==> src/sv/pstg_pkg.sv <==
// ---------------------------------------------------------------------------
// pstg_pkg
// Shared widths, register indexes and controller/datapath interface types.
// ---------------------------------------------------------------------------
package pstg_pkg;

   localparam int COEF_W = 31;
   localparam int DEG_W  = 5;
   localparam int CNT_W  = 7;
   localparam int CSR_W  = 2;
   localparam int PROD_W = 2 * COEF_W;

   localparam int DEF_MAX_DEGREE = 16;
   localparam int DEF_MAX_TRACES = 64;

   localparam logic [CSR_W-1:0] CSR_MODULUS     = 2'd0;
   localparam logic [CSR_W-1:0] CSR_DEGREE      = 2'd1;
   localparam logic [CSR_W-1:0] CSR_TRACE_COUNT = 2'd2;

   localparam logic [COEF_W-1:0] MOD_FLOOR = 31'd2;

   typedef struct packed {
      logic red_start;
      logic red_sel_coef;
      logic sym_we;
      logic sym_neg;
      logic mul_en;
      logic mul_tail;
      logic acc_clr;
      logic acc_add;
      logic acc_sub;
      logic out_load;
   } dp_cmd_type;

   typedef struct packed {
      logic red_done;
   } dp_sts_type;

endpackage

==> src/sv/pstg_ctrl.sv <==
// ---------------------------------------------------------------------------
// pstg_ctrl
// Controller: load counter, trace and term counters, sequencing of the
// datapath and the result word register.
// ---------------------------------------------------------------------------
module pstg_ctrl #(
   parameter int MAX_DEGREE = pstg_pkg::DEF_MAX_DEGREE,
   parameter int MAX_TRACES = pstg_pkg::DEF_MAX_TRACES,
   localparam int W   = $clog2(((MAX_DEGREE > MAX_TRACES) ? MAX_DEGREE : MAX_TRACES) + 1),
   localparam int SAW = (MAX_DEGREE > 1) ? $clog2(MAX_DEGREE) : 1,
   localparam int TAW = (MAX_TRACES > 1) ? $clog2(MAX_TRACES) : 1
) (
   input  logic                       clock,
   input  logic                       reset,
   input  logic                       req_valid,
   output logic                       req_stall,
   output logic                       rsp_valid,
   input  logic                       rsp_stall,
   output logic [pstg_pkg::CNT_W-1:0] rsp_trace_index,
   output logic                       rsp_last_trace,
   input  logic [pstg_pkg::DEG_W-1:0] degree,
   input  logic [pstg_pkg::CNT_W-1:0] trace_count,
   output pstg_pkg::dp_cmd_type       cmd,
   input  pstg_pkg::dp_sts_type       sts,
   output logic [SAW-1:0]             sym_waddr,
   output logic [SAW-1:0]             sym_raddr,
   output logic [TAW-1:0]             trace_waddr,
   output logic [TAW-1:0]             trace_raddr,
   output logic [W-1:0]               tail_k
);

   localparam int CNW = pstg_pkg::CNT_W;

   typedef enum logic [9:0] {
      ST_IDLE  = 10'b00_0000_0001,
      ST_CRED  = 10'b00_0000_0010,
      ST_TINIT = 10'b00_0000_0100,
      ST_CHK   = 10'b00_0000_1000,
      ST_RD    = 10'b00_0001_0000,
      ST_MUL   = 10'b00_0010_0000,
      ST_RED   = 10'b00_0100_0000,
      ST_RWAIT = 10'b00_1000_0000,
      ST_ACC   = 10'b01_0000_0000,
      ST_EMIT  = 10'b10_0000_0000
   } state_type;

   state_type state_ff, state_in;
   logic [W-1:0]   load_ff, load_in;
   logic [W-1:0]   k_ff, k_in;
   logic [W-1:0]   j_ff, j_in;
   logic           tail_ff, tail_in;
   logic           rvalid_ff, rvalid_in;
   logic [CNW-1:0] idx_ff, idx_in;
   logic           last_ff, last_in;

   logic [7:0]   d8, n8, m8, nn8;
   logic [W-1:0] m, n, lim, j1, sym_ra, tr_ra, tr_wa;

   // saturate degree and count into their legal ranges
   always_comb begin
      d8  = 8'(degree);
      n8  = 8'(trace_count);
      m8  = (d8 == 8'd0) ? 8'd1 : ((d8 > 8'(MAX_DEGREE)) ? 8'(MAX_DEGREE) : d8);
      nn8 = (n8 == 8'd0) ? 8'd1 : ((n8 > 8'(MAX_TRACES)) ? 8'(MAX_TRACES) : n8);
   end

   assign m   = W'(m8);
   assign n   = W'(nn8);
   assign lim = (k_ff <= m) ? k_ff - 1'b1 : m;
   assign j1  = load_ff + 1'b1;

   assign sym_ra      = tail_ff ? k_ff - 1'b1 : j_ff - 1'b1;
   assign tr_ra       = k_ff - j_ff - 1'b1;
   assign tr_wa       = k_ff - 1'b1;
   assign sym_raddr   = sym_ra[SAW-1:0];
   assign sym_waddr   = load_ff[SAW-1:0];
   assign trace_raddr = tr_ra[TAW-1:0];
   assign trace_waddr = tr_wa[TAW-1:0];
   assign tail_k      = k_ff;

   always_comb begin
      state_in  = state_ff;
      load_in   = load_ff;
      k_in      = k_ff;
      j_in      = j_ff;
      tail_in   = tail_ff;
      idx_in    = idx_ff;
      last_in   = last_ff;
      rvalid_in = rvalid_ff && rsp_stall;
      cmd       = '0;
      unique case (state_ff)
         ST_IDLE: begin
            if (req_valid) begin
               cmd.red_start    = 1'b1;
               cmd.red_sel_coef = 1'b1;
               state_in         = ST_CRED;
            end
         end
         ST_CRED: begin
            if (sts.red_done) begin
               cmd.sym_we  = 1'b1;
               cmd.sym_neg = j1[0];
               if (j1 < m) begin
                  load_in  = j1;
                  state_in = ST_IDLE;
               end else begin
                  load_in  = '0;
                  k_in     = W'(1);
                  state_in = ST_TINIT;
               end
            end
         end
         ST_TINIT: begin
            cmd.acc_clr = 1'b1;
            j_in        = W'(1);
            tail_in     = 1'b0;
            state_in    = ST_CHK;
         end
         ST_CHK: begin
            priority if (j_ff <= lim) begin
               state_in = ST_RD;
            end else if (k_ff <= m) begin
               tail_in  = 1'b1;
               state_in = ST_RD;
            end else begin
               state_in = ST_EMIT;
            end
         end
         ST_RD: begin
            state_in = ST_MUL;
         end
         ST_MUL: begin
            cmd.mul_en   = 1'b1;
            cmd.mul_tail = tail_ff;
            state_in     = ST_RED;
         end
         ST_RED: begin
            cmd.red_start = 1'b1;
            state_in      = ST_RWAIT;
         end
         ST_RWAIT: begin
            if (sts.red_done) begin
               state_in = ST_ACC;
            end
         end
         ST_ACC: begin
            cmd.acc_add = tail_ff ? k_ff[0] : j_ff[0];
            cmd.acc_sub = !cmd.acc_add;
            if (tail_ff) begin
               state_in = ST_EMIT;
            end else begin
               j_in     = j_ff + 1'b1;
               state_in = ST_CHK;
            end
         end
         ST_EMIT: begin
            // advance only when the output word register is free
            if (!rvalid_ff || !rsp_stall) begin
               cmd.out_load = 1'b1;
               rvalid_in    = 1'b1;
               idx_in       = CNW'(k_ff);
               last_in      = (k_ff == n);
               if (k_ff == n) begin
                  state_in = ST_IDLE;
               end else begin
                  k_in     = k_ff + 1'b1;
                  state_in = ST_TINIT;
               end
            end
         end
         default: begin
            state_in = ST_IDLE;
         end
      endcase
   end

   always_ff @(posedge clock) begin
      if (reset) begin
         state_ff  <= ST_IDLE;
         load_ff   <= '0;
         k_ff      <= '0;
         j_ff      <= '0;
         tail_ff   <= 1'b0;
         rvalid_ff <= 1'b0;
      end else begin
         state_ff  <= state_in;
         load_ff   <= load_in;
         k_ff      <= k_in;
         j_ff      <= j_in;
         tail_ff   <= tail_in;
         rvalid_ff <= rvalid_in;
      end
      idx_ff  <= idx_in;
      last_ff <= last_in;
   end

   assign req_stall       = (state_ff != ST_IDLE);
   assign rsp_valid       = rvalid_ff;
   assign rsp_trace_index = idx_ff;
   assign rsp_last_trace  = last_ff;

endmodule

==> config.mk <==
export PLATFORM = sky130hd
export DESIGN_NAME = pstg_ctrl
export DESIGN_NICKNAME = d
export VERILOG_FILES = /design/src/sv/pstg_pkg.sv /design/src/sv/pstg_ctrl.sv
export SDC_FILE = /design/constraint.sdc
export NUM_CORES = 1
export LEC_CHECK = 0
export ABC_AREA = 1
export BUFFER_PORTS_ARGS = -buffer_cell sky130_fd_sc_hd__buf_4
export CORE_UTILIZATION = 49
export CTS_CLUSTER_SIZE = 10
export DETAILED_ROUTE_END_ITERATION = 6
export GPL_TIMING_DRIVEN = 0
export PLACE_DENSITY = 0.75
export SETUP_SLACK_MARGIN = 0.2
export SYNTH_ARGS = -nofsm -noshare
export SYNTH_HDL_FRONTEND = slang
export SYNTH_SLANG_ARGS = --single-unit
==> constraint.sdc <==
create_clock -name clock -period 2.8 [get_ports clock]
set_input_delay 0.56 -clock clock [delete_from_list [all_inputs] [get_ports clock]]
set_output_delay 0.56 -clock clock [all_outputs]
set_load 0.03 [all_outputs]
Yosys cells after proc, flatten, opt, wreduce, memory -nomap -nowiden:

Index checks and enable logic that the tools add are counted.

* register bits after elaboration: 41
* word-level logic and storage cells: 97
* output and inout bits: 47
* input port bits: 17

* equal/unequal tests: 21
* reduce and logical (&&, ||, !) cells: 16
* mux-type cells: 40
* $add $sub $neg: 7
* magnitude comparators: 5

Operators by type and width (number)
* 10-bit case mux with 10 select lines: 1
* 10-bit 2-to-1 mux: 7
* 7-bit 2-to-1 mux: 9
* 7-bit case mux with 2 select lines: 2
* 7-bit by 1-bit adder with 7-bit output, second input constant: 3
* 2-bit != test, second input constant: 9
* 10-bit by 1-bit equality test with 1-bit output, second input constant: 1
* 10-bit equality test, second input constant: 1
* 10-bit by 2-bit equality test with 1-bit output, second input constant: 1
* 10-bit by 3-bit equality test with 1-bit output, second input constant: 1
* 10-bit by 4-bit equality test with 1-bit output, second input constant: 1
* 10-bit by 5-bit equality test with 1-bit output, second input constant: 1
* 10-bit by 6-bit equality test with 1-bit output, second input constant: 1
* 10-bit by 7-bit equality test with 1-bit output, second input constant: 1
* 10-bit by 8-bit equality test with 1-bit output, second input constant: 1
* 10-bit by 9-bit equality test with 1-bit output, second input constant: 1
* 2-bit 2-to-1 mux: 5
* 5-bit 2-to-1 mux: 2
* 10-bit by 1-bit != test with 1-bit output, second input constant: 1
* 1-bit 2-to-1 mux: 9
* 7-bit equality test: 1
* 7-bit greater-than comparator, second input constant: 1
* 7-bit by 5-bit <= comparator with 1-bit output: 1
* 7-bit <= comparator: 1
* 19 further kinds: 27

Logic depth before layout (Yosys ltp):

Gate-level depths: netlist (run 1).

* depth after elaboration: 8
* gate-level depth with buffers: 19
* mapped depth without buffers: 19

Worst setup path before layout (run 1):

Ideal clock, no wire load.

* path kind: flip-flop to flip-flop
* from: reg k_ff[0], in the netlist tail_k[0]
* to: reg state_ff[9]
* cell stages (with the launch flop): 16
* path buffers: 0
* data required time: 2.672 ns
* arrival time: 2.855 ns
* setup slack: -0.183 ns
* period minus slack after synthesis: 2.983 ns
* setup time: 0.128 ns
* cells stage by stage: dfxtp_1 inv_1 ha_1 nand2_1 nor2_1 nand4_1 nand2_1 clkinv_1 nand2_1 o21ai_0 ha_1 a21oi_1 a21oi_1 o22a_1 a31oi_1 nor2_1

* word-level cells in the longest chain between the ends: 5
* elaborated cells on any way between the ends: 7
* those cells by class: add/sub: 1; order compare: 2; mux: 4

Ends and longest elaborated chain
* start: declaration: line pstg_ctrl.sv:49 `logic [W-1:0] k_ff, k_in;`
* start signal: assignment: line pstg_ctrl.sv:188 `k_ff <= k_in;`
* 7-bit by 1-bit subtractor with 7-bit output
* net trace_waddr[0]: line pstg_ctrl.sv:27 `output logic [TAW-1:0] trace_waddr,`
* 7-bit 2-to-1 mux: line pstg_ctrl.sv:69 `assign lim = (k_ff <= m) ? k_ff - 1'b1 : m;`
* 7-bit <= comparator: line pstg_ctrl.sv:120 `priority if (j_ff <= lim) begin`
* 10-bit 2-to-1 mux: line pstg_ctrl.sv:120
* 10-bit case mux with 10 select lines: line pstg_ctrl.sv:91 `unique case (state_ff)`
* end signal: assignment: line pstg_ctrl.sv:186 `state_ff <= state_in;`
* end: declaration: line pstg_ctrl.sv:47 `state_type state_ff, state_in;`

The timed path passes the listed nets, and every way through them passes these cells.
A chain may end at the register's enable or synchronous reset.

Worst setup path after layout (run 1):

* from: in degree[2] (netlist bit)
* to: reg state_ff[4]

* word-level cells in the longest chain between the ends: 8
* elaborated cells on any way between the ends: 10
* those cells by class: order compare: 3; mux: 6; reduce/logical: 1

Ends and longest elaborated chain
* start: declaration: line pstg_ctrl.sv:21 `input logic [pstg_pkg::DEG_W-1:0] degree,`
* 5-bit greater-than comparator: line pstg_ctrl.sv:63 `m8 = (d8 == 8'd0) ? 8'd1 : ((d8 > 8'(MAX_DEGREE)) ? 8'(MAX_DEGREE) : d8);`
* 5-bit 2-to-1 mux: line pstg_ctrl.sv:63
* 5-bit 2-to-1 mux *: line pstg_ctrl.sv:63
* 7-bit by 5-bit <= comparator with 1-bit output: line pstg_ctrl.sv:69, pstg_ctrl.sv:122
* 7-bit 2-to-1 mux: line pstg_ctrl.sv:69
* 7-bit <= comparator: line pstg_ctrl.sv:120
* 10-bit 2-to-1 mux *: line pstg_ctrl.sv:120
* 10-bit case mux with 10 select lines *: line pstg_ctrl.sv:91

Mark *: on every way between the ends. The rest lies on a longest branch, timed or not.

==> impl_summary.log, run 1 <==
[metrics] FILL cells: roughly 530
[metrics] Crit-path slowest cell: ha_1
[metrics] number of unique standard cell types used by synthesis: 40
[metrics] H-Tree Level Count: 2
[metrics] starting DRC count in detailed routing: 197
[metrics] num rows: 28
[metrics] final cycle utilization of the critical path: 0.9990
[metrics] met2 usage in global routing: 0.4636
[metrics] Worst Hold Class: in -> reg
[metrics] max-slew violations: 0
[metrics] status: completed
[metrics] reg-to-reg critical path startpoint: tail_k[0]$_SDFFE_PP0P_
[metrics] total congestion overflow after global routing: 0
[metrics] ys flop type: dfxtp_1
[metrics] setup skew after layout: 5.956 ps
[metrics] synthesis-to-layout area growth: 29.58%
[metrics] buffer levels on the longest clock path: 2
[metrics] area taken by flip-flops and latches: 914.6 sq um
[metrics] Post-Syn Nets: 497
[metrics] number of enable-type register cells in the synthesized netlist: 8
[metrics] total area of multi-input combinational cells: between 0.002 and 0.0025 sq mm
[metrics] core area: 0.006061 sq mm
[metrics] Buffers on Ports: 63
[metrics] worst setup path startpoint: degree[2]
[metrics] die span in y: 82.14 microns
[metrics] clock insertion delay at the later pin of the skew report: 300 ps
[metrics] post-layout min period: about 2800 ps
[metrics] Syn Area/Cell: 6.947 sq um
[metrics] number of buffers and inverters on the critical path: 1
[metrics] most area-hungry cell type in the Yosys netlist: dfxtp_1
[metrics] met1 usage in global routing: 0.3302
[metrics] highest clock rate: 357.5 MHz
[metrics] actual slew at the worst max-slew pin: 501.5 ps
[metrics] antenna violations before repair: 0
[metrics] switching power summed over all nets: 1.526 mW
[metrics] nets: 576
[metrics] root buffer cell: clkbuf_8
[metrics] diode insertion count for antenna repair: 0
[metrics] maximum number of pins on one net before global-route repair: 13
[metrics] register area share after synthesis: 0.2863
[metrics] Vias/cell: 5.350
[metrics] clock transition time at the flip-flop clock pins of the worst setup and hold paths: approximately 90 ps
[metrics] area share of the largest cell type after synthesis: 0.2099
[metrics] class of the most critical setup path: in -> reg
[metrics] total vias in the final route: 3253
[metrics] number of warnings printed during yosys synthesis: 0
[metrics] global-route wire length before repair: about 13 mm
[metrics] die area: between 0.006 and 0.007 sq mm
[metrics] width of the chip: 82.14 microns
[metrics] GRT met3 Usage: 0.02747
[metrics] number of I/O pins: 64
[metrics] biggest cell delay along the critical path: around 300 ps
[metrics] clk sink count: 41
[metrics] starting utilization of the core area: 0.5192
[metrics] async set-reset flop share out of synthesis: 0
[metrics] part of the total power dissipated in sequential elements: 0.236
[metrics] most congested layer reported by global routing: met2
[metrics] power density normalized to cell area: 782.9 mW/mm^2
[metrics] part of the power in combinational logic: 0.613
[metrics] total track usage: 0.2643
[metrics] CP Data Required Time: 2990 ps
[metrics] number of DRC violations after detailed routing: 0
[metrics] category of the worst setup path launch point: input pin
[metrics] origin of the worst min-delay path: reset
[metrics] top-count cell post-synth: nand2_1
[metrics] list of cells traversed by the critical path: buf_8, nor2_4, nand2_2, nand2_2, nand2_2, ha_4, nand2_2, o21a_1, o211ai_1, nand2_2, nand2_2, o21ai_2, ha_1, nand4_1, a21oi_1, o22a_1, nand2_1, nand2_1, nor2_1
[metrics] layout cell share with drive strength beyond 1: 0.2946
[metrics] number of global-route vias before repair: between 2000 and 3000
[metrics] reported max-cap violation count: 0
[metrics] Internal Dissipation: 1.667 mW
[metrics] Post-Synthesis Cells: 453
[metrics] Worst Path Max Fanout: 6
[metrics] clock tree from TritonCTS: done
[metrics] number of hold violations in the final report: 0
[metrics] fraction of the core area covered by cells at the end of the flow: 0.6728
[metrics] unrepaired setup endpoints after global routing: yes
[metrics] Pre-Repair DR Iteration Count: 6
[metrics] Max-slew headroom: 0.6653
[metrics] delay-heaviest family, CP: simple AND/OR/NAND/NOR gates
[metrics] Placed Cells incl. Taps: 591
[metrics] total clock buffers created by CTS: 5
[metrics] top cells by instance count after synthesis: 88 x nand2_1, 60 x inv_1, 52 x nor2_1
[metrics] post-DR wirelength/cell: around 14 microns
[metrics] total negative slack: 0 ps
[metrics] P_leak: just under 2 nW
[metrics] switching share of power: 0.4779
[metrics] Max IR drop VDD: about 1.1 mV
[metrics] CP Capture Type: flip-flop
[metrics] Critical Path Most Common Cell: nand2_2
[metrics] CP arrival: 2980 ps
[metrics] post-cts hold buffer count: 0
[metrics] number of synthesized register bits: between 40 and 50
[metrics] most area-consuming cells after synthesis: dfxtp_1 21%, nand2_1 10%, ha_1 10%
[metrics] final setup vio count: 0
[metrics] final wirelength: between 8 and 9 mm
[metrics] routability cong.: between 0.9 and 1
[metrics] Detailed Place HPWL: 6.485 mm
[metrics] number of cells in the finished layout apart from fillers: a little over 600
[metrics] total power of the final layout: 3.192 mW
[metrics] clock power share: 0.151
[metrics] total standard cell area after synthesis: between 0.003 and 0.004 sq mm
[metrics] DRT antenna net count: 0
state kept, by name, summed over array words and instances, names as in the netlist:
name             count
rsp_valid            1
load_ff              7
tail_ff              1
rsp_trace_index      7
tail_k               7
state_ff            10
j_ff                 7
rsp_last_trace       1
placed cells by master (no fill, tap or decap), types with 6 or more instances in the layout:
| cell | netlist | final |
|---|---|---|
| dfxtp_1 | 33 | 26 |
| ha_1 | 26 | 22 |
| nor2_1 | 52 | 49 |
| xor2_1 | 17 | 16 |
| inv_1 | 60 | 55 |
| a21oi_1 | 30 | 25 |
| nand2_1 | 88 | 79 |
| o21ai_0 | 23 | 18 |
| buf_4 | 4 | 71 |
| nor3_1 | 9 | 9 |
| nand4_1 | 17 | 17 |
| edfxtp_1 | 8 | 8 |
| nand3_1 | 31 | 31 |
| clkbuf_8 | 0 | 6 |
| nand2_2 | 4 | 13 |
| nor2_2 | 6 | 7 |
| inv_2 | 4 | 8 |
timing repair:
item | CTS | global route
resized for setup | 28 | 23
pin swaps | 10 | 10
cloned | 1 | 0
buffers inserted | 5 | 3
setup endpoints to repair | 7 | 10
power groups by stage:
stage	clock network, mW	logic [mW]	registers [mW]
4_1_cts	0.486	1.86	0.747
2_1_floorplan	0	1.19	0.772
3_5_place_dp	0	1.72	0.758
3_3_place_gp	0	1.68	0.755
5_1_grt	0.502	2.14	0.759
6_report	0.481	1.96	0.754
cell type report:
cell class	instances	area share
Timing Repair inverter	1	0.001227
Buffer	11	0.01688
Tap cell	75	0.02301
Inverter	66	0.06352
Clock buffer	8	0.02731
Multi-Input combinational cell	335	0.5084
Timing Repair Buffer	71	0.1353
Sequential cell	41	0.2243
metrics by stage:
stage / instance area (sq um) / setup WS, ps / hold WS (ps)
final: 4078 / 2.861 / 460.8
after global routing: 4078 / -142.2 / 454.6
after CTS: 3990 / 33.10 / 460.1
after detailed placement: 3754 / -441.9 / 441.6
after global placement: 3754 / -358.0 / 450.3
after floorplan: 3187 / 58.11 / 444.2
cells by family (layout without fill, tap and decap cells):
| kind of cell | after synthesis | in the layout | synth area share |
|---|---|---|---|
| buf+inv | 77 | 157 | 0.1002 |
| flops | 41 | 41 | 0.2863 |
| fa+ha+maj | 27 | 27 | 0.1097 |
| simple gates | 224 | 224 | 0.3392 |
| xor+xnor | 19 | 19 | 0.05288 |
| compound gates | 65 | 65 | 0.1117 |
worst reg2reg max path, stage by stage (launching register included):
cell      delay (ps)
dfxtp_2          460
inv_1            200
ha_1             240
o21a_1           190
o211ai_1         200
nand2_2          190
nand2_2          110
o21ai_2           60
ha_1             300
nand4_1          140
a21oi_1          160
o22a_1           200
nand2_1           60
nand2_1           60
nor2_1            40
path summary, 6_finish.rpt:
path | endpoint | slack (ps) | cells after the start
min reg2reg | rsp_trace_index[5]$_DFFE_PP_ | 470 | 0
max | state_ff[4]$_SDFFE_PP0P_ | 3 | 19
max reg2reg | state_ff[4]$_SDFFE_PP0P_ | 80 | 14
min | load_ff[0]$_SDFFE_PP0P_ | 460 | 2
routing by layer:
| layer | up-vias | share of wire |
|---|---|---|
| li1 | 1644 | - |
| met1 | 1489 | 0.45 |
| met5 | - | 0 |
| met4 | 0 | 0.021 |
| met2 | 103 | 0.48 |
| met3 | 17 | 0.048 |
No activity file was read; power rests on OpenSTA's default activity.
==> inputs of run 2 (changes only) <==
clock period = 2.5 ns   (was 2.8 ns; I/O delays follow)
==> run 2 against run 1 <==
Effect of this change:
- first-iteration DRC count rose by 42%
- sequential power rose by 11%
- sequential share of layout area fell by 1.9 points
- count of clock-buffer cells in the layout fell by 2
- via count rose by 6.7%
- power rose by 25%
- highest routed layer unchanged
- combinational power rose by 33%
- the run now ends with negative setup slack left
- sequential cell count did not move
- critical endpoint is now state_ff[9]$_SDFFE_PP0P_
- non-clock buffer count rose by 26
==> impl_summary.log, run 2 (synthesis results as in run 1) <==
[metrics] number of DRC violations after detailed routing: 0
[metrics] maximum number of pins on one net before global-route repair: 13
[metrics] Max-slew headroom: 0.6789
[metrics] total clock buffers created by CTS: 5
[metrics] clock tree from TritonCTS: done
[metrics] post-layout min period: 2775 ps
[metrics] antenna violations before repair: 0
[metrics] number of hold violations in the final report: 0
[metrics] clk sink count: between 40 and 50
[metrics] Detailed Place HPWL: 6.253 mm
[metrics] clock power share: 0.135
[metrics] number of flip-flops in the largest register: 10
[metrics] Buffers on Ports: 63
[metrics] Internal Dissipation: around 2.1 mW
[metrics] layout cell share with drive strength beyond 1: 0.3781
[metrics] final cycle utilization of the critical path: 1.110
[metrics] Largest Register: state_ff
[metrics] CP Data Required Time: 2670 ps
[metrics] number of global-route vias before repair: approximately 3000
[metrics] Vias/cell: 5.485
[metrics] Setup WS pre-CTS: -643.4 ps
[metrics] root buffer cell: clkbuf_8
[metrics] Worst Hold Class: in -> reg
[metrics] part of the total power dissipated in sequential elements: 0.211
[metrics] highest clock rate: 360.3 MHz
[metrics] most common cell after layout, fill and taps aside: buf_4
[metrics] switching share of power: 0.4698
[metrics] switching power summed over all nets: 1.873 mW
[metrics] post-DR wirelength/cell: 15.00 microns
[metrics] Final WS setup: -275.4 ps
[metrics] DRT antenna net count: 0
[metrics] r2r setup slk: -250 ps
[metrics] width of the chip: 82.14 microns
[metrics] buffer levels on the longest clock path: 2
[metrics] max-slew violations: 0
[metrics] category of the worst setup path launch point: input pin
[metrics] P_leak: 2.140 nW
[metrics] die area: 0.006746 sq mm
[metrics] Pre-Repair DR Iteration Count: 5
[metrics] core area: 0.006061 sq mm
[metrics] H-Tree Level Count: 2
[metrics] total power of the final layout: approximately 4 mW
[metrics] Worst Path Max Fanout: 4
[metrics] class of the most critical setup path: in -> reg
[metrics] starting utilization of the core area: 0.5192
[metrics] num rows: 28
[metrics] number of I/O pins: 64
[metrics] reported max-cap violation count: 0
[metrics] CP arrival: 2950 ps
[metrics] post-cts hold buffer count: 0
[metrics] part of the power in combinational logic: 0.654
[metrics] highest-count cells in the layout ignoring fill and taps: 87 x buf_4, 78 x nand2_1, 51 x inv_1
[metrics] total vias in the final route: 3472
[metrics] status: finished with violations
[metrics] CP Capture Type: flip-flop
[metrics] power density normalized to cell area: 880.9 mW/mm^2
[metrics] total track usage: 0.2702
[metrics] synthesis-to-layout area growth: 43.86%
[metrics] diode insertion count for antenna repair: 0
[metrics] die span in y: around 82 microns
[metrics] total congestion overflow after global routing: 0
[metrics] setup skew after layout: 6.597 ps
[metrics] starting DRC count in detailed routing: 279
[metrics] unrepaired setup endpoints after global routing: yes
[metrics] nets: 601
[metrics] Max IR drop VDD: 0.8873 mV
[metrics] routability cong.: ~0.90
[metrics] actual slew at the worst max-slew pin: 481.7 ps
[metrics] global-route wire length before repair: roughly 14 mm
[metrics] clock transition time at the flip-flop clock pins of the worst setup and hold paths: 80 ps
[metrics] clock insertion delay at the later pin of the skew report: 300 ps
[metrics] final wirelength: roughly 9.5 mm
[metrics] violated checks: negative setup slack
[metrics] final setup vio count: 3
[run 2: cell types whose count changed in the layout (fill, tap and decap cells not counted), sizes merged]
cell,before,now
bufinv,0,1
buf,79,106
clkbuf,11,8
clkinv,2,3
inv,64,63
[run 2: routing by layer]
layer | wire (microns) | GRT usage | up-vias
met1 | 3984 | 0.3426 | 1580
met2 | 4686 | 0.4612 | 157
li1 | - | - | 1704
met4 | 216 | 0.08947 | 0
met3 | 608 | 0.04725 | 31
met5 | 0 | 0 | -
[run 2: worst paths after layout]
check                              start                      endpoint  cells past startpoint
setup / recovery               degree[2]      state_ff[9]$_SDFFE_PP0P_                     18
hold / removal                     reset       load_ff[0]$_SDFFE_PP0P_                      2
setup reg to reg  tail_k[0]$_SDFFE_PP0P_      state_ff[4]$_SDFFE_PP0P_                     17
hold reg to reg   tail_k[5]$_SDFFE_PP0P_  rsp_trace_index[5]$_DFFE_PP_                      0
[run 2: final cells by class]
cell class	instances	area, sq um
Multi-Input combinational cell	335	2276
Buffer	11	68.82
Fill cell	471	1534
Clock inverter	2	33.78
Timing Repair Buffer	97	788.3
Inverter	66	265.3
Clock buffer	6	72.57
Sequential cell	41	928.4
Tap cell	75	93.84
[run 2: through the flow]
step	TNS [ps]	cells	utilization	area, sq um	hold slack [ps]
global placement	-1784	591	0.6245	3785	440.8
detailed placement	-1868	591	0.6245	3785	442.5
CTS	-486.2	613	0.6786	4113	388.3
finish	-760.6	633	0.7469	4527	396.1
floorplan	-457.1	453	-	3218	444.2
global route	-1270	633	0.7469	4527	393.9
[run 2: timing repair]
item	4_1_cts	5_1_grt
buffers inserted	14	19
setup endpoints to repair	19	30
resized for setup	47	64
gates cloned	0	1
pin swaps	17	30
[run 2: worst max-delay path: stages]
cell,delay (ps)
buf_8,100
nor2_4,90
nand2_2,60
nand2_2,80
nand2_4,60
ha_4,270
nand2_2,40
o21a_1,180
o211ai_1,190
nand2_2,180
buf_6,170
nand2_1,90
ha_4,210
a21oi_1,160
o21ai_1,100
o22a_1,220
a31oi_1,170
nor2_1,70
[run 2: power groups by stage]
stage | registers [mW] | clock network [mW] | logic, mW
3_5_place_dp | 0.852 | 0 | 1.93
5_1_grt | 0.846 | 0.566 | 2.82
3_3_place_gp | 0.851 | 0 | 1.90
6_report | 0.840 | 0.539 | 2.61
4_1_cts | 0.834 | 0.546 | 2.16
2_1_floorplan | 0.868 | 0 | 1.35
==> inputs of run 3 (changes only) <==
REMOVE_ABC_BUFFERS = 1   (was unset)
TNS_END_PERCENT = 50   (was unset)
==> run 3 against run 2 <==
Effect of this change:
- the flow still finishes with violations (negative setup slack)
- via count fell by 5.3%
- die area did not move
- setup slack got worse by 40 ps
- clock skew rose by 2.0 ps
- final cell count fell by 5.4%
- final area fell by 9.5%
- count of clock-buffer cells in the layout did not move
- highest routed layer unchanged
==> impl_summary.log, run 3 (synthesis results as in run 1) <==
[metrics] status: finished with violations
[metrics] violated checks: negative setup slack
[metrics] final wirelength: 8.581 mm
[metrics] number of cells in the finished layout apart from fillers: 599
[metrics] delay-heaviest family, CP: simple AND/OR/NAND/NOR gates
[metrics] core area: between 0.006 and 0.007 sq mm
[metrics] routability cong.: 0.8644
[metrics] origin of the worst min-delay path: j_ff[0]$_SDFFE_PP0P_
[metrics] reg-to-reg endpoint: state_ff[9]$_SDFFE_PP0P_
[metrics] clock insertion delay at the later pin of the skew report: around 300 ps
[metrics] length in cells of the worst reg-to-reg path: 15
[metrics] number of hold violations in the final report: 0
[metrics] maximum number of pins on one net before global-route repair: 17
[metrics] Largest Register: state_ff
[metrics] endpoint of the worst hold-timing path: j_ff[0]$_SDFFE_PP0P_
[metrics] category of the worst setup path launch point: input pin
[metrics] Worst Path Max Fanout: 7
[metrics] starting DRC count in detailed routing: approximately 130
[metrics] final cycle utilization of the critical path: 1.126
[metrics] Buffers on Ports: 63
[metrics] diode insertion count for antenna repair: 0
[metrics] Min Hold Slack: 461.5 ps
[metrics] actual slew at the worst max-slew pin: 573.2 ps
[metrics] DRT antenna net count: 0
[metrics] max-slew violations: 0
[metrics] CP Capture Type: flip-flop
[metrics] reg-to-reg critical path startpoint: tail_k[0]$_SDFFE_PP0P_
[metrics] hold-critical path depth: 1
[metrics] fraction of the core area covered by cells at the end of the flow: 0.6759
[metrics] final setup vio count: 4
[metrics] die span in y: 82.14 microns
[metrics] number of buffers and inverters on the critical path: 3
[metrics] total vias in the final route: 3287
[metrics] global-route wire length before repair: 14.03 mm
[metrics] reported max-cap violation count: 0
[metrics] FILL cells: 509
[metrics] Setup WS pre-CTS: -962.2 ps
[metrics] number of I/O pins: 64
[metrics] class of the most critical setup path: in -> reg
[metrics] clk sink count: 41
[metrics] CP arrival: roughly 3000 ps
[metrics] Placed Cells incl. Taps: 580
[metrics] total negative slack: -911.4 ps
[metrics] num rows: 28
[metrics] Detailed Place HPWL: 6.206 mm
[metrics] layout cell share with drive strength beyond 1: 0.3092
[metrics] Max IR drop VDD: 0.9536 mV
[metrics] r2r setup slk: -190 ps
[metrics] P_leak: about 1.9 nW
[metrics] die area: 0.006746 sq mm
[metrics] Vias/cell: about 5.5
[metrics] Final WS setup: -315.4 ps
[metrics] post-layout min period: 2815 ps
[metrics] unrepaired setup endpoints after global routing: yes
[metrics] antenna violations before repair: 0
[metrics] highest clock rate: 355.2 MHz
[metrics] number of global-route vias before repair: ~3100
[metrics] Worst Hold Class: reg -> reg
[metrics] starting utilization of the core area: 0.5192
[metrics] clock transition time at the flip-flop clock pins of the worst setup and hold paths: 80 ps
[metrics] H-Tree Level Count: 2
[metrics] biggest cell delay along the critical path: roughly 310 ps
[metrics] post-DR wirelength/cell: 14.33 microns
[metrics] total congestion overflow after global routing: 0
[metrics] root buffer cell: clkbuf_8
[metrics] Pre-Repair DR Iteration Count: 4
[metrics] nets: about 570
[metrics] setup skew after layout: 8.609 ps
[metrics] Crit-path slowest cell: ha_1
[metrics] power density normalized to cell area: 847.5 mW/mm^2
[metrics] total track usage: 0.2707
[metrics] highest-count cells in the layout ignoring fill and taps: 80 x nand2_1, 67 x buf_4, 55 x inv_1
[metrics] clock tree from TritonCTS: done
[metrics] CP Data Required Time: 2690 ps
[metrics] Max-slew headroom: 0.6175
[metrics] number of DRC violations after detailed routing: 0
[metrics] number of flip-flops in the largest register: 10
[metrics] most common cell after layout, fill and taps aside: nand2_1
[metrics] synthesis-to-layout area growth: 30.18%
[metrics] total clock buffers created by CTS: 5
[metrics] buffer levels on the longest clock path: 2
[metrics] width of the chip: around 82 microns
[metrics] post-cts hold buffer count: 0
[metrics] list of cells traversed by the critical path: buf_8, nor2_4, nand2_2, buf_4, a21oi_2, ha_1, nand2_1, nor2_1, nand4_1, nand2_4, clkinv_4, nand2_1, o21ai_2, ha_1, nand3b_1, a21oi_1, o22a_1, a31oi_1, nor2_1
-- run 3: cell types whose count changed in the layout (fill, tap and decap cells not counted), sizes merged --
cell / delta
buf: -34
clkbuf: -2
inv: +2
bufinv: -1
clkinv: +1
clkinvlp: -1
nand3: +1
-- run 3: layout make-up --
class / instances / area, sq um / share of cell area
Multi-Input combinational cell: 336 / 2173 / 0.5305
Sequential cell: 41 / 923.4 / 0.2254
Timing Repair Buffer: 72 / 563.0 / 0.1374
Inverter: 66 / 254.0 / 0.06200
Tap cell: 75 / 93.84 / 0.02291
Clock buffer: 6 / 72.57 / 0.01772
Clock inverter: 2 / 10.01 / 0.002443
Timing Repair inverter: 1 / 6.256 / 0.001527
-- run 3: how the worst max path moves through the flow --
stage	startpoint	end	depth (start not counted)
2_1_floorplan	tail_k[0]$_SDFFE_PP0P_	state_ff[9]$_SDFFE_PP0P_	15
3_3_place_gp	degree[2]	state_ff[9]$_SDFFE_PP0P_	18
3_5_place_dp	degree[2]	state_ff[9]$_SDFFE_PP0P_	19
4_1_cts	degree[1]	state_ff[9]$_SDFFE_PP0P_	18
5_1_grt	degree[2]	state_ff[9]$_SDFFE_PP0P_	18
6_report	degree[2]	state_ff[9]$_SDFFE_PP0P_	19
-- run 3: what timing repair did --
action | in CTS | in global routing
hold endpoints to repair | 0 | 0
cloned | 2 | 0
setup buffers | 7 | 2
pin swaps | 20 | 32
setup endpoints to repair | 26 | 28
gates resized for setup | 40 | 43
-- run 3: per-stage QoR --
stage	cell area (sq um)	power, mW
floorplan	3079	2.150
global route	4096	3.726
detailed placement	3646	2.710
finish	4096	3.472
global placement	3646	2.655
CTS	3924	3.295
-- run 3: report_power, final --
group	internal (mW)	leakage, nW	switching (mW)	total [mW]
registers	0.737	0.347	0.134	0.871
clock network	0.194	0.0450	0.239	0.433
logic	0.825	1.54	1.34	2.17
total	1.76	1.93	1.72	3.47
-- run 3: metal layers --
| layer | GRT usage | vias up | routed length (microns) |
|---|---|---|---|
| met5 | 0 | - | 0 |
| met4 | 0.08246 | 0 | 155 |
| met3 | 0.03736 | 21 | 462 |
| met2 | 0.4950 | 113 | 4347 |
| met1 | 0.3252 | 1522 | 3616 |
| li1 | - | 1631 | - |
